File: src/rtl/core/smf_pkg.sv
// shared types and constants of the sliding median filter
package smf_pkg;

    localparam int SAMPLE_W       = 32;
    localparam int CFG_W          = 6;
    localparam int WIDTH_MIN      = 3;
    localparam int WIDTH_CAP      = 32;
    localparam int MAX_WINDOW_DEF = 32;
    localparam logic [CFG_W-1:0] WIDTH_RESET = 6'd5;

    typedef logic signed [SAMPLE_W-1:0] t_sample;

    typedef struct packed {
        logic    vld;
        t_sample val;
    } t_link;

endpackage

File: src/rtl/core/smf_sort_cell.sv
// one cell of the systolic insertion sorter, keeps the smaller value and passes the larger on
module smf_sort_cell
    import smf_pkg::*;
(
    input  logic  i_clk,
    input  logic  i_rst_n,
    input  logic  i_clear,
    input  t_link i_in,
    output t_link o_out,
    output t_sample o_val
);

    logic    r_vld;
    t_sample r_val;
    t_link   r_out;

    always_ff @(posedge i_clk) begin
        if (!i_rst_n || i_clear) begin
            r_vld     <= 1'b0;
            r_out.vld <= 1'b0;
        end else begin
            r_out.vld <= i_in.vld && r_vld;
            if (i_in.vld) begin
                if (!r_vld) begin
                    r_vld <= 1'b1;
                    r_val <= i_in.val;
                end else if (i_in.val < r_val) begin
                    r_val     <= i_in.val;
                    r_out.val <= r_val;
                end else begin
                    r_out.val <= i_in.val;
                end
            end
        end
    end

    assign o_out = r_out;
    assign o_val = r_val;

endmodule

File: src/rtl/core/smf_window.sv
// shift line of recent samples, newest at tap zero, with one indexed read
module smf_window
    import smf_pkg::*;
#(
    parameter int DEPTH = MAX_WINDOW_DEF,
    parameter int IW    = $clog2(MAX_WINDOW_DEF)
) (
    input  logic          i_clk,
    input  logic          i_shift,
    input  t_sample       i_sample,
    input  logic [IW-1:0] i_rd_idx,
    output t_sample       o_rd_data
);

    t_sample r_taps [DEPTH];

    always_ff @(posedge i_clk) begin
        if (i_shift) begin
            r_taps[0] <= i_sample;
            for (int i = 1; i < DEPTH; i++) begin
                r_taps[i] <= r_taps[i-1];
            end
        end
    end

    assign o_rd_data = r_taps[i_rd_idx];

endmodule

File: src/rtl/core/sliding_median_filter_unit.sv
// sliding median filter top level: window line, sorter cell chain and sequencer
// one sample beat is taken when idle; it releases 0..15 results, the final beat all pending ones
// each result (k window samples in range) goes through a check state, k beats fed into
// the sorter chain, a drain state until the chain settles and an output state that waits while held
// synchronous active-low reset clears counters, sorter valid bits and output valid,
// and sets the width to 5; window samples are not cleared
module sliding_median_filter_unit
    import smf_pkg::*;
#(
    parameter int MAX_WINDOW = MAX_WINDOW_DEF
) (
    input  logic             i_clk,
    input  logic             i_rst_n,
    input  logic             i_cfg_valid,
    output logic             o_cfg_ready,
    input  logic [CFG_W-1:0] i_window_width,
    input  logic             i_in_valid,
    output logic             o_in_ready,
    input  t_sample          i_sample_value,
    input  logic             i_stream_end,
    output logic             o_out_valid,
    input  logic             i_out_ready,
    output t_sample          o_median_value,
    output logic             o_final_output
);

    localparam int SORT_N = (MAX_WINDOW < WIDTH_CAP) ? MAX_WINDOW : WIDTH_CAP;
    localparam int IW     = $clog2(MAX_WINDOW);
    localparam int CW     = $clog2(MAX_WINDOW + 1);
    localparam int KW     = $clog2(SORT_N + 1);
    localparam int SIW    = $clog2(SORT_N);
    localparam int AW     = ((CW > CFG_W) ? CW : CFG_W) + 1;
    localparam logic [CFG_W-1:0] W_CAP = CFG_W'(SORT_N);
    localparam logic [CFG_W-1:0] W_MIN = CFG_W'(WIDTH_MIN);
    localparam logic [CW-1:0]    SEEN_MAX = CW'(MAX_WINDOW);

    localparam logic [2:0] ST_IDLE  = 3'd0;
    localparam logic [2:0] ST_CHECK = 3'd1;
    localparam logic [2:0] ST_FEED  = 3'd2;
    localparam logic [2:0] ST_DRAIN = 3'd3;
    localparam logic [2:0] ST_EMIT  = 3'd4;

    logic [2:0]       r_state;
    logic [CFG_W-1:0] r_width;
    logic [CW-1:0]    r_seen;
    logic [CW-1:0]    r_pend;
    logic             r_last;
    logic             r_final;
    logic [IW-1:0]    r_off;
    logic [IW-1:0]    r_hi;
    logic [KW-1:0]    r_k;
    logic             r_feed_vld;
    t_sample          r_feed_val;
    logic             r_o_valid;
    t_sample          r_o_median;
    logic             r_o_final;

    logic [CW-1:0]    n_seen;
    logic [CW-1:0]    n_pend;
    logic [CW:0]      pend_inc;
    logic [CFG_W-1:0] eff_w;
    logic [CFG_W-1:0] half_w;
    logic [CFG_W-1:0] lag_w;
    logic [AW-1:0]    pend_x;
    logic [AW-1:0]    seen_x;
    logic [AW-1:0]    lag_x;
    logic [AW-1:0]    back_x;
    logic [AW-1:0]    up_x;
    logic [AW-1:0]    hi_x;
    logic [AW-1:0]    lo_x;
    logic             emit_go;
    logic             in_acc;
    logic             sort_clear;
    logic             chain_busy;
    logic [SIW-1:0]   mid_idx;
    t_sample          win_rd;

    t_link   link     [SORT_N+1];
    t_sample cell_val [SORT_N];

    assign in_acc     = i_in_valid && o_in_ready;
    assign o_in_ready = (r_state == ST_IDLE);
    assign o_cfg_ready = 1'b1;
    assign sort_clear = (r_state == ST_CHECK);

    // effective window width, half and lag
    always_comb begin
        eff_w = r_width;
        if (eff_w < W_MIN) eff_w = W_MIN;
        if (eff_w > W_CAP) eff_w = W_CAP;
        half_w = eff_w >> 1;
        lag_w  = eff_w - 6'd1 - half_w;
    end

    // counters after a new sample
    always_comb begin
        n_seen   = (r_seen < SEEN_MAX) ? r_seen + 1'b1 : r_seen;
        pend_inc = {1'b0, r_pend} + 1'b1;
        n_pend   = (pend_inc > {1'b0, n_seen}) ? n_seen : pend_inc[CW-1:0];
    end

    // window bounds of the oldest pending result
    always_comb begin
        pend_x  = AW'(r_pend);
        seen_x  = AW'(r_seen);
        lag_x   = AW'(lag_w);
        back_x  = pend_x - 1'b1;
        up_x    = back_x + AW'(half_w);
        hi_x    = (up_x < seen_x) ? up_x : seen_x - 1'b1;
        lo_x    = (back_x >= lag_x) ? back_x - lag_x : '0;
        emit_go = r_last ? (r_pend != '0) : (pend_x > lag_x);
    end

    always_comb begin
        chain_busy = r_feed_vld;
        for (int i = 1; i <= SORT_N; i++) begin
            chain_busy = chain_busy | link[i].vld;
        end
    end

    assign mid_idx = SIW'(r_k >> 1);

    smf_window #(
        .DEPTH (MAX_WINDOW),
        .IW    (IW)
    ) u_window (
        .i_clk     (i_clk),
        .i_shift   (in_acc),
        .i_sample  (i_sample_value),
        .i_rd_idx  (r_off),
        .o_rd_data (win_rd)
    );

    assign link[0] = '{vld: r_feed_vld, val: r_feed_val};

    for (genvar g = 0; g < SORT_N; g++) begin : g_cell
        smf_sort_cell u_cell (
            .i_clk   (i_clk),
            .i_rst_n (i_rst_n),
            .i_clear (sort_clear),
            .i_in    (link[g]),
            .o_out   (link[g+1]),
            .o_val   (cell_val[g])
        );
    end

    always_ff @(posedge i_clk) begin
        if (!i_rst_n) begin
            r_state    <= ST_IDLE;
            r_width    <= WIDTH_RESET;
            r_seen     <= '0;
            r_pend     <= '0;
            r_last     <= 1'b0;
            r_feed_vld <= 1'b0;
            r_o_valid  <= 1'b0;
        end else begin
            if (i_cfg_valid) r_width <= i_window_width;
            if (i_out_ready) r_o_valid <= 1'b0;
            r_feed_vld <= 1'b0;
            unique case (r_state)
                ST_IDLE: begin
                    if (in_acc) begin
                        r_seen  <= n_seen;
                        r_pend  <= n_pend;
                        r_last  <= i_stream_end;
                        r_state <= ST_CHECK;
                    end
                end
                ST_CHECK: begin
                    if (emit_go) begin
                        r_off   <= lo_x[IW-1:0];
                        r_hi    <= hi_x[IW-1:0];
                        r_final <= r_last && (back_x == '0);
                        r_k     <= '0;
                        r_state <= ST_FEED;
                    end else begin
                        if (r_last) begin
                            r_seen <= '0;
                            r_pend <= '0;
                            r_last <= 1'b0;
                        end
                        r_state <= ST_IDLE;
                    end
                end
                ST_FEED: begin
                    r_feed_vld <= 1'b1;
                    r_feed_val <= win_rd;
                    r_k        <= r_k + 1'b1;
                    r_off      <= r_off + 1'b1;
                    if (r_off == r_hi) r_state <= ST_DRAIN;
                end
                ST_DRAIN: begin
                    if (!chain_busy) r_state <= ST_EMIT;
                end
                ST_EMIT: begin
                    if (!r_o_valid || i_out_ready) begin
                        r_o_valid  <= 1'b1;
                        r_o_median <= cell_val[mid_idx];
                        r_o_final  <= r_final;
                        r_pend     <= r_pend - 1'b1;
                        r_state    <= ST_CHECK;
                    end
                end
                default: begin
                    r_state <= ST_IDLE;
                end
            endcase
        end
    end

    assign o_out_valid    = r_o_valid;
    assign o_median_value = r_o_median;
    assign o_final_output = r_o_final;

endmodule
File: config.mk
export PLATFORM = sky130hd
export DESIGN_NAME = sliding_median_filter_unit
export DESIGN_NICKNAME = d
export VERILOG_FILES = /design/src/rtl/core/smf_pkg.sv /design/src/rtl/core/smf_sort_cell.sv /design/src/rtl/core/smf_window.sv /design/src/rtl/core/sliding_median_filter_unit.sv
export SDC_FILE = /design/constraint.sdc
export NUM_CORES = 2
export LEC_CHECK = 0
export BUFFER_PORTS_ARGS = -buffer_cell sky130_fd_sc_hd__buf_2
export CAP_MARGIN = 25
export CORE_MARGIN = 3
export CORE_UTILIZATION = 41
export CTS_CLUSTER_DIAMETER = 120
export CTS_CLUSTER_SIZE = 28
export DETAILED_ROUTE_END_ITERATION = 12
export PLACE_DENSITY_LB_ADDON = 0.05
export SYNTH_ARGS = -nofsm -noshare
export SYNTH_HDL_FRONTEND = slang
export SYNTH_SLANG_ARGS = --single-unit
File: constraint.sdc
create_clock -name i_clk -period 44.4 [get_ports i_clk]
set_input_delay 2.22 -clock i_clk [delete_from_list [all_inputs] [get_ports i_clk]]
set_output_delay 2.22 -clock i_clk [all_outputs]
set_load 0.02 [all_outputs]
==> metrics.md <==
| Metric | Value |
|---|---|
| Clock sinks | `3210` |
| Worst R2R Start | `r_state[2]$_SDFFE_PN0P_` |
| Delay of the slowest cell on the worst path | `0.82 ns` |
| WL/cell | `27.9 µm` |
| Filler cell count | `32900` |
| Tot Pwr | `6.48 mW` |
| DIE AREA | `382000 µm²` |
| H-tree levels | `4` |
| Hold WS | `0.433 ns` |
| # nets final | `10800` |
| Initial antenna violation count | `21` |
| Clock Latency Late Sink | `0.90 ns` |
| Final setup margin | `37.68 ns` |
| Synth Flop Type | `edfxtp_1` |
| CP required | `44.93 ns` |
| Worst Setup Path Type | `in -> reg` |
| Via/cell ratio | `5.61` |
| Initial Util | `41.3%` |
| Total number of vias | `83100` |
| Post-placement setup slack | `36.40 ns` |
| Crit-path max FO | `181` |
| Reg2reg setup slack | `38.33 ns` |
| Post-synthesis sequential area ratio | `62.1%` |
| IO Pins | `80` |
| Synthesized flop and latch total | `3210` |
| Status | `complete, no violations` |
| PortBufs | `78` |
| Bufs and invs on worst path | `7` |
| Vias in the first global route | `84300` |
| Cells after synthesis | `9663` |
| Total GRT Usage | `21.4%` |
| Final Wtd Congestion | `0.862` |
| Synth Net Count | `10700` |
| Least-Margin Pin Slew | `1.18 ns` |
| Final HPWL DP | `304000 µm` |
| Detailed Route Iter0 Violations | `7724` |
| DIE HEIGHT | `618 µm` |
| Die width | `618 µm` |
| DR pass1 iterations | `6` |
| Clock root cell | `clkbuf_16` |
| Peak VDD IR | `55.5 µV` |
| Synth cell types | `82` |
| Commonest non-fill, non-tap cell in the layout | `edfxtp_1` |
| Tcrit/Tclk final | `15.1%` |
| Power density cells | `39.2 nW/µm²` |
| Total CTS buffers | `144` |
| Share of layout cells above drive strength 1 | `21.9%` |
| Static Leakage | `59.5 nW` |
| Clk_skew | `0.0650 ns` |
| Post-DRT Antenna Nets | `0` |
| Worst R2R End | `u_window.r_taps[26][16]$_DFFE_PP_` |
| Crit path DAT | `7.26 ns` |
| First-pass GRT wire length | `601000 µm` |
| Final setup viols | `0` |
| CP max stage cell | `buf_4` |
| TritonCTS clock tree | `done` |
| CORE AREA | `373000 µm²` |
| Min-Delay Path Depth | `0` |
| # hold bufs at CTS | `0` |
| Synth Warn # | `0` |
| Crit path top cell by count | `buf_4` |
| Top achievable clock speed | `149 MHz` |
| Type of origin of the critical path | `input pin` |
| Worst-case clock buffer depth | `4` |
| Hold_sp | `u_window.r_taps[14][18]$_DFFE_PP_` |
| CP Cell Sequence | `buf_2 > and2_4 > buf_4 > buf_12 > buf_12 > buf_4 > buf_4 > buf_16` |
| Endpoints failing hold | `0` |
| CP Capture Type | `register` |
| Asr flop ratio synth | `0%` |
| Setup_tns | `0 ns` |
| Wirelength, routed | `414000 µm` |
| Min-Delay Path Class | `reg -> reg` |
| # rows | `224` |
| Top Family by Delay on Critical Path | `buffers and inverters` |
| Post-route DRC | `0` |
| Final min period | `6.72 ns` |
| Worst-path clk slew | `0.11 ns` |
| GRT overflow | `0` |
| Worst Hold End | `u_window.r_taps[15][18]$_DFFE_PP_` |
| RSZ-0062 raised after global routing | `false` |
| Final slew viol count | `0` |
| Rel. slew slack | `21.3%` |
| CTS resizes | `0` |
| Max-cap violation count | `0` |
| Worst Reg-to-Reg Cells | `8` |
| Area delta synth->final | `7.34%` |
| Crit. path cell count | `8` |
| EDFF count, synth | `3122` |
| Setup Fix Bufs, Post-CTS | `0` |
| Largest net degree at the start of global routing | `182` |
| Mapped Area | `154000 µm²` |
| Most frequent cells in the layout | `edfxtp_1, inv_1, ha_1, mux2_2, mux4_2` |
| Mapped Avg Cell Area | `15.9 µm²` |
-- logic make-up after synthesis --
group / after synthesis / synth area share, %
DFF: 3210 / 62.1
muxes: 1714 / 17.2
buffers and inverters: 1366 / 3.53
and+or+nand+nor: 1197 / 3.86
AOI/OAI and AO/OA: 1104 / 4.64
adders and majority gates: 1034 / 8.43
xor gates and xnor gates: 37 / 0.211
other: 1 / 0.00244
-- how the worst max path moves through the flow --
stage / startpoint / to / slack, ns
after floorplan: i_in_valid / r_seen[1]$_SDFFE_PN0P_ / 11.43
after CTS: i_in_valid / u_window.r_taps[29][17]$_DFFE_PP_ / 37.47
after detailed placement: i_in_valid / u_window.r_taps[29][17]$_DFFE_PP_ / 36.40
after global routing: i_in_valid / u_window.r_taps[29][17]$_DFFE_PP_ / 37.38
final: i_in_valid / u_window.r_taps[26][16]$_DFFE_PP_ / 37.68
after global placement: i_in_valid / u_window.r_taps[29][17]$_DFFE_PP_ / 36.70
-- routing by layer --
metal / up-vias / wire length, µm / global-route usage, %
met3: 342 / 14500 / 1.69
met1: 43500 / 182000 / 29.5
li1: 37600 / - / -
met5: - / 13 / 0
met2: 1665 / 205000 / 36.5
met4: 2 / 12500 / 5.69
-- stage by stage --
step | instances | instance area (µm²) | util [%]
3_3_place_gp | 14600 | 160000 | 43.0
2_1_floorplan | 9663 | 154000 | -
5_1_grt | 14800 | 165000 | 44.3
6_report | 14800 | 165000 | 44.3
4_1_cts | 14800 | 165000 | 44.2
3_5_place_dp | 14600 | 160000 | 43.0
-- cell type report --
| class | instances | area [µm²] | area share [%] |
|---|---|---|---|
| inverter | 1087 | 4080 | 2.47 |
| tap | 4972 | 6220 | 3.77 |
| clock buffer | 187 | 3890 | 2.36 |
| clock inverter | 37 | 487 | 0.295 |
| sequential | 3210 | 95500 | 57.9 |
| antenna | 8 | 20.0 | 0.0121 |
| timing repair buffer | 235 | 1800 | 1.09 |
| multi-input combinational | 5087 | 53100 | 32.1 |
-- synthesized netlist by cell type (27+ instances only) --
| library cell | n | area [µm²] |
|---|---|---|
| mux2i_1 | 43 | 430 |
| a211oi_1 | 45 | 338 |
| nand3_1 | 97 | 485 |
| buf_2 | 99 | 495 |
| nand2b_1 | 40 | 250 |
| nor3_1 | 66 | 330 |
| dfxtp_1 | 88 | 1760 |
| a31oi_1 | 33 | 206 |
| nand4_1 | 131 | 820 |
| and4_1 | 28 | 245 |
| mux2_2 | 1006 | 11300 |
| clkbuf_1 | 128 | 480 |
| o211a_1 | 30 | 300 |
| ha_1 | 1031 | 12900 |
| a2111oi_0 | 29 | 254 |
| nand2_1 | 294 | 1100 |
| and3_1 | 74 | 463 |
| nor2_1 | 296 | 1110 |
| or3_1 | 27 | 169 |
| o211ai_1 | 34 | 255 |
| nor4_1 | 39 | 244 |
| mux4_2 | 640 | 14400 |
| a21oi_1 | 372 | 1860 |
| a21o_1 | 82 | 616 |
| edfxtp_1 | 3122 | 93700 |
| o21ai_0 | 208 | 1040 |
| inv_1 | 1087 | 4080 |
| o21a_1 | 74 | 556 |
-- sequential cells by signal, indices dropped and copies added, names as in the netlist, 3 cells and up --
signal	count
g_cell.u_cell.o_out	1024
g_cell.u_cell.o_val	1024
u_window.r_taps	1024
g_cell.u_cell.r_vld	32
o_median_value	32
r_feed_val	32
r_k	6
r_pend	6
r_seen	6
r_width	6
r_hi	5
r_off	5
r_state	3
-- report_power, final --
group          total (mW)  leakage, nW  switching (mW)  internal, mW
clock                1.67         2.11           0.991         0.675
sequential           3.77         29.3           0.129          3.64
combinational        1.04         28.1           0.566         0.471
Note: power is estimated with default switching activity, not from simulation.
